--- config.mk ---
export PLATFORM = sky130hd
export DESIGN_NAME = digest_directive_tokenizer
export DESIGN_NICKNAME = d
export VERILOG_FILES = /design/src/rtl/dgt_pkg.sv /design/src/rtl/dgt_parser.sv /design/src/rtl/digest_directive_tokenizer.sv
export SDC_FILE = /design/constraint.sdc
export NUM_CORES = 1
export LEC_CHECK = 0
export BUFFER_PORTS_ARGS = -buffer_cell sky130_fd_sc_hd__buf_2
export CAP_MARGIN = 20
export CELL_PAD_IN_SITES_DETAIL_PLACEMENT = 1
export CELL_PAD_IN_SITES_GLOBAL_PLACEMENT = 1
export CORE_AREA = 8 8 86 88
export DETAILED_ROUTE_END_ITERATION = 8
export DIE_AREA = 0 0 94 96
export GPL_TIMING_DRIVEN = 0
export PLACE_DENSITY = 0.78
export SLEW_MARGIN = 20
export SYNTH_ARGS = -nofsm -noshare
export SYNTH_HDL_FRONTEND = slang
export SYNTH_SLANG_ARGS = --single-unit
--- constraint.sdc ---
create_clock -name aclk -period 2.4 [get_ports aclk]
set_input_delay 0.36 -clock aclk [delete_from_list [all_inputs] [get_ports aclk]]
set_output_delay 0.36 -clock aclk [all_outputs]
set_load 0.02 [all_outputs]
--- src/rtl/dgt_pkg.sv ---
// dgt_pkg: shared types, byte constants and character-class functions for the
// digest directive tokenizer.
// No dependencies; used by dgt_parser and digest_directive_tokenizer.
package dgt_pkg;

    // Parser states
    typedef enum logic [2:0] {
        ST_SPACE  = 3'd0,  // expecting name, skipping white space
        ST_TOKEN  = 3'd1,  // inside a directive name
        ST_EQUALS = 3'd2,  // just after '='
        ST_VALUE  = 3'd3,  // inside an unquoted value
        ST_QUOTED = 3'd4,  // inside a quoted value
        ST_ESCAPE = 3'd5,  // after a backslash in a quoted value
        ST_COMMA  = 3'd6   // pair closed, expecting ','
    } dgt_state_t;

    // Role given to each byte
    typedef enum logic [1:0] {
        ROLE_SEP   = 2'd0,
        ROLE_NAME  = 2'd1,
        ROLE_VALUE = 2'd2,
        ROLE_ERR   = 2'd3
    } dgt_role_t;

    // Byte constants
    localparam logic [7:0] CH_EQUALS    = 8'h3D;  // '='
    localparam logic [7:0] CH_QUOTE     = 8'h22;  // '"'
    localparam logic [7:0] CH_BACKSLASH = 8'h5C;  // '\'
    localparam logic [7:0] CH_COMMA     = 8'h2C;  // ','
    localparam logic [7:0] CH_UNDER     = 8'h5F;  // '_'
    localparam logic [7:0] CH_DASH      = 8'h2D;  // '-'
    localparam logic [7:0] CH_BLANK     = 8'h20;  // ' '

    // Prefix length after reset: "Digest" plus one space
    localparam logic [3:0] SKIP_RESET = 4'd7;

    // One result item
    typedef struct packed {
        dgt_role_t  role;
        logic [7:0] data;
        logic       pair_done;
        logic       header_done;
        logic       header_ok;
    } dgt_result_t;

    function automatic logic is_alnum(input logic [7:0] c);
        return (c inside {[8'h30:8'h39], [8'h41:8'h5A], [8'h61:8'h7A]});
    endfunction

    // space, tab, LF, VT, FF, CR
    function automatic logic is_space(input logic [7:0] c);
        return (c == CH_BLANK) || (c inside {[8'h09:8'h0D]});
    endfunction

    function automatic logic is_name(input logic [7:0] c);
        return is_alnum(c) || (c == CH_UNDER) || (c == CH_DASH);
    endfunction

endpackage

--- src/rtl/dgt_parser.sv ---
// dgt_parser: per-header parse state and the combinational byte classifier.
// Depends on dgt_pkg for state, role and result types and class functions.
module dgt_parser (
    input  logic                aclk,
    input  logic                aresetn,
    input  logic                adv,          // item moves to the result register
    input  logic [7:0]          in_byte,
    input  logic                in_last,
    input  logic [3:0]          prefix_skip,
    output dgt_pkg::dgt_result_t res
);

    dgt_pkg::dgt_state_t state_reg, state_next;
    logic                error_seen_reg, error_seen_next;
    logic [3:0]          skip_left_reg, skip_left_next;

    dgt_pkg::dgt_role_t  role;
    logic                pair;
    logic                bad;
    logic                end_ok;

    // Byte classification and next state
    always_comb begin
        role            = dgt_pkg::ROLE_SEP;
        pair            = 1'b0;
        bad             = 1'b0;
        state_next      = state_reg;
        skip_left_next  = skip_left_reg;
        error_seen_next = error_seen_reg;

        if (error_seen_reg) begin
            role = dgt_pkg::ROLE_ERR;
        end else if (skip_left_reg != 4'd0) begin
            skip_left_next = skip_left_reg - 4'd1;
        end else begin
            case (state_reg)
                dgt_pkg::ST_SPACE: begin
                    if (dgt_pkg::is_name(in_byte)) begin
                        role       = dgt_pkg::ROLE_NAME;
                        state_next = dgt_pkg::ST_TOKEN;
                    end else if (!dgt_pkg::is_space(in_byte)) begin
                        bad = 1'b1;
                    end
                end
                dgt_pkg::ST_TOKEN: begin
                    if (in_byte == dgt_pkg::CH_EQUALS) begin
                        state_next = dgt_pkg::ST_EQUALS;
                    end else if (dgt_pkg::is_name(in_byte)) begin
                        role = dgt_pkg::ROLE_NAME;
                    end else begin
                        bad = 1'b1;
                    end
                end
                dgt_pkg::ST_EQUALS: begin
                    if (dgt_pkg::is_alnum(in_byte) || in_byte == dgt_pkg::CH_UNDER) begin
                        role       = dgt_pkg::ROLE_VALUE;
                        state_next = dgt_pkg::ST_VALUE;
                    end else if (in_byte == dgt_pkg::CH_QUOTE) begin
                        state_next = dgt_pkg::ST_QUOTED;
                    end else begin
                        bad = 1'b1;
                    end
                end
                dgt_pkg::ST_QUOTED: begin
                    if (in_byte == dgt_pkg::CH_BACKSLASH) begin
                        state_next = dgt_pkg::ST_ESCAPE;
                    end else if (in_byte == dgt_pkg::CH_QUOTE) begin
                        pair       = 1'b1;
                        state_next = dgt_pkg::ST_COMMA;
                    end else begin
                        role = dgt_pkg::ROLE_VALUE;
                    end
                end
                dgt_pkg::ST_ESCAPE: begin
                    // escaped byte is kept, the backslash was dropped
                    role       = dgt_pkg::ROLE_VALUE;
                    state_next = dgt_pkg::ST_QUOTED;
                end
                dgt_pkg::ST_VALUE: begin
                    if (dgt_pkg::is_space(in_byte)) begin
                        pair       = 1'b1;
                        state_next = dgt_pkg::ST_COMMA;
                    end else if (in_byte == dgt_pkg::CH_COMMA) begin
                        pair       = 1'b1;
                        state_next = dgt_pkg::ST_SPACE;
                    end else begin
                        role = dgt_pkg::ROLE_VALUE;
                    end
                end
                dgt_pkg::ST_COMMA: begin
                    if (in_byte == dgt_pkg::CH_COMMA) begin
                        state_next = dgt_pkg::ST_SPACE;
                    end else if (!dgt_pkg::is_space(in_byte)) begin
                        bad = 1'b1;
                    end
                end
                default: begin
                    bad = 1'b1;
                end
            endcase
            if (bad) begin
                error_seen_next = 1'b1;
                role            = dgt_pkg::ROLE_ERR;
            end
        end

        // End-of-header verdict; an open unquoted value is closed here
        end_ok = !error_seen_next && (skip_left_next == 4'd0) &&
                 (state_next == dgt_pkg::ST_VALUE || state_next == dgt_pkg::ST_COMMA);
        if (in_last && end_ok && state_next == dgt_pkg::ST_VALUE) begin
            pair = 1'b1;
        end

        res.role        = role;
        res.data        = (role == dgt_pkg::ROLE_NAME || role == dgt_pkg::ROLE_VALUE) ?
                          in_byte : 8'd0;
        res.pair_done   = pair;
        res.header_done = in_last;
        res.header_ok   = in_last && end_ok;
    end

    // Parse state; the last byte restarts for the next header
    always_ff @(posedge aclk) begin
        if (!aresetn) begin
            state_reg      <= dgt_pkg::ST_SPACE;
            error_seen_reg <= 1'b0;
            skip_left_reg  <= dgt_pkg::SKIP_RESET;
        end else if (adv) begin
            if (in_last) begin
                state_reg      <= dgt_pkg::ST_SPACE;
                error_seen_reg <= 1'b0;
                skip_left_reg  <= prefix_skip;
            end else begin
                state_reg      <= state_next;
                error_seen_reg <= error_seen_next;
                skip_left_reg  <= skip_left_next;
            end
        end
    end

    // While the prefix is dropped, no parsing has started
    a_prefix_idle: assert property (@(posedge aclk) disable iff (!aresetn)
        (skip_left_reg != 4'd0) |-> (state_reg == dgt_pkg::ST_SPACE && !error_seen_reg))
        else $error("parse state moved during prefix");

    // A mid-header error is sticky for the following byte
    a_err_sticky: assert property (@(posedge aclk) disable iff (!aresetn)
        (adv && !in_last && res.role == dgt_pkg::ROLE_ERR) |=> error_seen_reg)
        else $error("error flag not kept");

    // Acceptance only at the end of a header without error
    a_ok_clean: assert property (@(posedge aclk) disable iff (!aresetn)
        (adv && res.header_ok) |-> (!error_seen_reg && res.role != dgt_pkg::ROLE_ERR))
        else $error("header accepted after an error");

endmodule

--- src/rtl/digest_directive_tokenizer.sv ---
// Digest authorization header tokenizer, top level: input register,
// parser and result register. Depends on dgt_pkg and dgt_parser.
//
// Takes one header byte per transfer and returns one result per byte, at a
// sustained rate of one byte per clock cycle while results are taken. A byte
// taken is held in the input register and classified combinationally, and
// its result is loaded into the result register, from which it is offered;
// a stalled result holds both registers. The whole parse step is a single
// state update between the input register and the result register. The
// first prefix_skip bytes of each header (default 7, "Digest ") are dropped
// unchecked. Write prefix_skip only while no header is in progress; the value
// takes effect at the start of the header that follows the next last byte
// (after reset, 7 holds for the first header).
module digest_directive_tokenizer (
    input  logic        aclk,
    input  logic        aresetn,

    // Input bytes
    input  logic        s_tvalid,
    output logic        s_tready,
    input  logic [7:0]  s_tdata,    // [7:0] header_byte
    input  logic        s_tlast,    // last_byte

    // Results
    output logic        m_tvalid,
    input  logic        m_tready,
    output logic [15:0] m_tdata,    // [7:0] out_byte, [8] pair_done, [9] header_ok
    output logic [1:0]  m_tuser,    // [1:0] byte_role
    output logic        m_tlast,    // header_done

    // Configuration: prefix_skip
    input  logic        cfg_valid,
    output logic        cfg_ready,
    input  logic [3:0]  cfg_data
);

    logic                 s1_valid_reg;
    logic [7:0]           s1_byte_reg;
    logic                 s1_last_reg;
    logic                 m_valid_reg;
    dgt_pkg::dgt_result_t m_res_reg;
    logic [3:0]           prefix_skip_reg;

    logic                 out_free;
    logic                 adv;
    logic                 s_accept;
    dgt_pkg::dgt_result_t res;

    assign out_free  = !m_valid_reg || m_tready;
    assign adv       = s1_valid_reg && out_free;
    assign s_tready  = !s1_valid_reg || out_free;
    assign s_accept  = s_tvalid && s_tready;
    assign cfg_ready = 1'b1;

    // Configuration register
    always_ff @(posedge aclk) begin
        if (!aresetn) begin
            prefix_skip_reg <= dgt_pkg::SKIP_RESET;
        end else if (cfg_valid && cfg_ready) begin
            prefix_skip_reg <= cfg_data;
        end
    end

    // Input register
    always_ff @(posedge aclk) begin
        if (!aresetn) begin
            s1_valid_reg <= 1'b0;
        end else if (s_accept) begin
            s1_valid_reg <= 1'b1;
        end else if (adv) begin
            s1_valid_reg <= 1'b0;
        end
        if (s_accept) begin
            s1_byte_reg <= s_tdata;
            s1_last_reg <= s_tlast;
        end
    end

    dgt_parser u_parser (
        .aclk        (aclk),
        .aresetn     (aresetn),
        .adv         (adv),
        .in_byte     (s1_byte_reg),
        .in_last     (s1_last_reg),
        .prefix_skip (prefix_skip_reg),
        .res         (res)
    );

    // Result register
    always_ff @(posedge aclk) begin
        if (!aresetn) begin
            m_valid_reg <= 1'b0;
        end else if (adv) begin
            m_valid_reg <= 1'b1;
        end else if (m_tready) begin
            m_valid_reg <= 1'b0;
        end
        if (adv) begin
            m_res_reg <= res;
        end
    end

    assign m_tvalid = m_valid_reg;
    assign m_tdata  = {6'd0, m_res_reg.header_ok, m_res_reg.pair_done, m_res_reg.data};
    assign m_tuser  = m_res_reg.role;
    assign m_tlast  = m_res_reg.header_done;

    // A verdict of ok appears only on the closing result of a header
    a_ok_last: assert property (@(posedge aclk) disable iff (!aresetn)
        (m_valid_reg && m_res_reg.header_ok) |-> m_res_reg.header_done)
        else $error("header_ok without header_done");

    // Data byte is passed only for name and value characters
    a_data_role: assert property (@(posedge aclk) disable iff (!aresetn)
        (m_valid_reg && (m_res_reg.role == dgt_pkg::ROLE_SEP ||
                         m_res_reg.role == dgt_pkg::ROLE_ERR)) |-> (m_res_reg.data == 8'd0))
        else $error("data byte on separator or error");

    // A held result is not overwritten by a new one
    a_no_overrun: assert property (@(posedge aclk) disable iff (!aresetn)
        (m_valid_reg && !m_tready) |-> !adv)
        else $error("result register overwritten");

endmodule
==> run metrics <==
status finished with violations; violated checks negative setup slack; Worst-Margin Slew around 640 ps; PD cells 470 mW/mm^2; CTS tree done; most frequent cells in the layout buf_2 (33), buf_4 (25), edfxtp_1 (22); row cnt 29; reg-to-reg endpoint m_tdata[8]; Mapped Area 0.00222 sq mm; Final setup viols 11; worst-path fanout max 5; largest net degree at the start of global routing 18; worst reg2reg setup slack -190 ps; ys flop type edfxtp_1; routed wire length about 6.6 mm; reg2reg start s1_byte_reg[4]; max reg flops 10; relative slew slack 57.0%; DRC Markers 0; IO Port Bufs 31; Async S/R FF share, synth 0%; Max Slew Vio Count 0; Worst Hold Class input port to flop; Worst-Skew Late Latency 300 ps; #FFs+latches synth 36; antenna viol nets, final 0; worst slack, placed -402 ps; Yosys warning count 0; wire length per cell 17.6 um; initial antenna violation count 0; number of flops mapped to enable cells by yosys 22; arrival time of the worst setup path 2730 ps; Synth Area per Inst about 9.4 sq um; Global Route Usage Sum about 14%; Vias/cell between 5 and 6; maxcap violations 0; nets 314; Starting Density 36.5%; Netlist cell types 62; Seq/Total Area, Yosys 42.3%; DR vias 2089; die height 96 um; leak pwr 1.14 nW; WHS Path Cells 1; Critical Setup Path Class flop to flop; fillers around 730; grt total ovfl 0; chip width 94 um; Hold Vio Cnt, Final 0; Top-Level Pins 40; Gate Count Post-Synth 236; Setup crit end kind flop; Core Region a little over 0.006 sq mm; setup TNS -642 ps; diodes inserted 0; Clock Tree Buf Depth 2; H-tree depth 2; Hold Path Origin s_tdata[5]; CTS Hold Bufs 0; Hold Path End s1_byte_reg[5]; Peak supply drop between 0.2 and 0.25 mV; Final GP Congestion between 0.8 and 0.9; 1st-pass router iterations 4; total die area 0.00902 sq mm; Tcrit/Tclk final 108%; vias in the first global route 2015; initial drt markers 178; Final HPWL DP 4.51 mm; Tmin final 2590 ps; Sink Count 36; most common cell after layout, fill and taps aside buf_2; FMAX 0.386 GHz; final worst slack -193 ps; clock root cell clkbuf_8; Worst Reg-to-Reg Cells 6; TritonCTS Buffers 5; critical path launch point type flop; unrepaired setup endpoints after global routing yes; first-pass GRT wire length 10.1 mm; clock-pin slew on the worst setup and hold paths about 70 ps; Synth-to-Final Area Change 30.9%; share of post-route cells with drive strength above 1 roughly a third; clk_skew roughly 5 ps; WP data required 2540 ps
-- cell usage after synthesis (3+ instances only) --
master	number	area, sq um
nand4b_1	3	26.3
nand2_1	17	63.8
nor2_1	12	45.0
and2_1	4	25.0
nor4_1	6	37.5
nor3b_1	4	30.0
a21oi_1	11	55.1
inv_1	8	30.0
nor2b_1	3	18.8
buf_4	8	60.1
and3_1	8	50.1
dfxtp_1	14	280
o31ai_1	4	30.0
mux2i_1	8	80.1
o211ai_1	5	37.5
edfxtp_1	22	661
nand2b_1	5	31.3
nor3_1	9	45.0
nand3_1	6	30.0
or4_1	3	22.5
clkbuf_1	13	48.8
o21ai_0	11	55.1
-- critical path, stage by stage, from the launching register on --
cell and delay, ps:
edfxtp_1 450, or3_4 450, or4_4 570, o311ai_4 100, a2111oi_4 130, or4b_4 580, o22ai_4 160
-- final cells by class --
type                       instances  area [sq um]  area share (%)
buffer                            24           143            4.90
clock buffer                       6          82.6            2.84
clock inverter                     2          10.0           0.344
inverter                           8          30.0            1.03
multi-input combinational        173          1330            45.6
sequential                        36           943            32.4
tap                               77          96.3            3.31
timing repair buffer              47           279            9.58
-- report_power, final --
part	switching (mW)	internal (mW)
Clock	0.224	0.229
Combinational	0.122	0.0860
Sequential	0.0215	0.685
Total	0.368	1.00
-- metal layers --
metal	routed length [um]	GRT usage (%)	up-vias	share of wire [%]
li1	-	-	1001	-
met1	2860	18.2	1002	44
met2	3130	22.7	75	48
met3	426	4.06	11	6.5
met4	133	5.28	0	2.0
met5	0	0	-	0
-- through the flow --
step / utilization, % / cells / hold WS (ps) / instance area (sq um) / power, mW
after global routing: 47.8 / 373 / 223 / 2910 / 1.43
final: 47.8 / 373 / 236 / 2910 / 1.37
after CTS: 44.9 / 365 / 230 / 2740 / 1.36
after global placement: 41.2 / 349 / 467 / 2510 / 0.887
after floorplan: - / 241 / 436 / 2260 / 0.837
after detailed placement: 41.2 / 349 / 467 / 2510 / 0.892
-- how the worst max path moves through the flow --
stage / slack [ps] / end / startpoint / depth (start not counted)
floorplan: -50 / m_tdata[8] / u_parser.skip_left_reg[1] / 8
global placement: -370 / m_tuser[1] / s1_byte_reg[7] / 7
detailed placement: -400 / m_tdata[7] / s1_byte_reg[1] / 7
CTS: -150 / m_tdata[8] / s1_byte_reg[4] / 6
global route: -270 / m_tdata[9] / s1_byte_reg[4] / 7
finish: -190 / m_tdata[8] / s1_byte_reg[4] / 6
-- what timing repair did --
item                                    in CTS  in global routing
resized for setup                           17                 31
endpoints found under the setup margin      14                 14
endpoints found under the hold margin        0                  0
buffers inserted                             8                  7
pin swaps                                    3                  2
gates cloned                                 0                  1
-- cell families (layout without fill, tap and decap cells) --
group / after synthesis / after routing / share of synthesized area (%)
AOI/OAI and AO/OA: 55 / 55 / 17.1
xor gates and xnor gates: 1 / 1 / 0.394
adders and majority gates: 1 / 1 / 0.562
buffers and inverters: 32 / 87 / 7.20
DFF: 36 / 36 / 42.3
muxes: 9 / 9 / 4.11
other: 2 / 7 / 0.338
and+or+nand+nor: 100 / 100 / 28.0
Note: power is estimated with default switching activity, not from simulation.
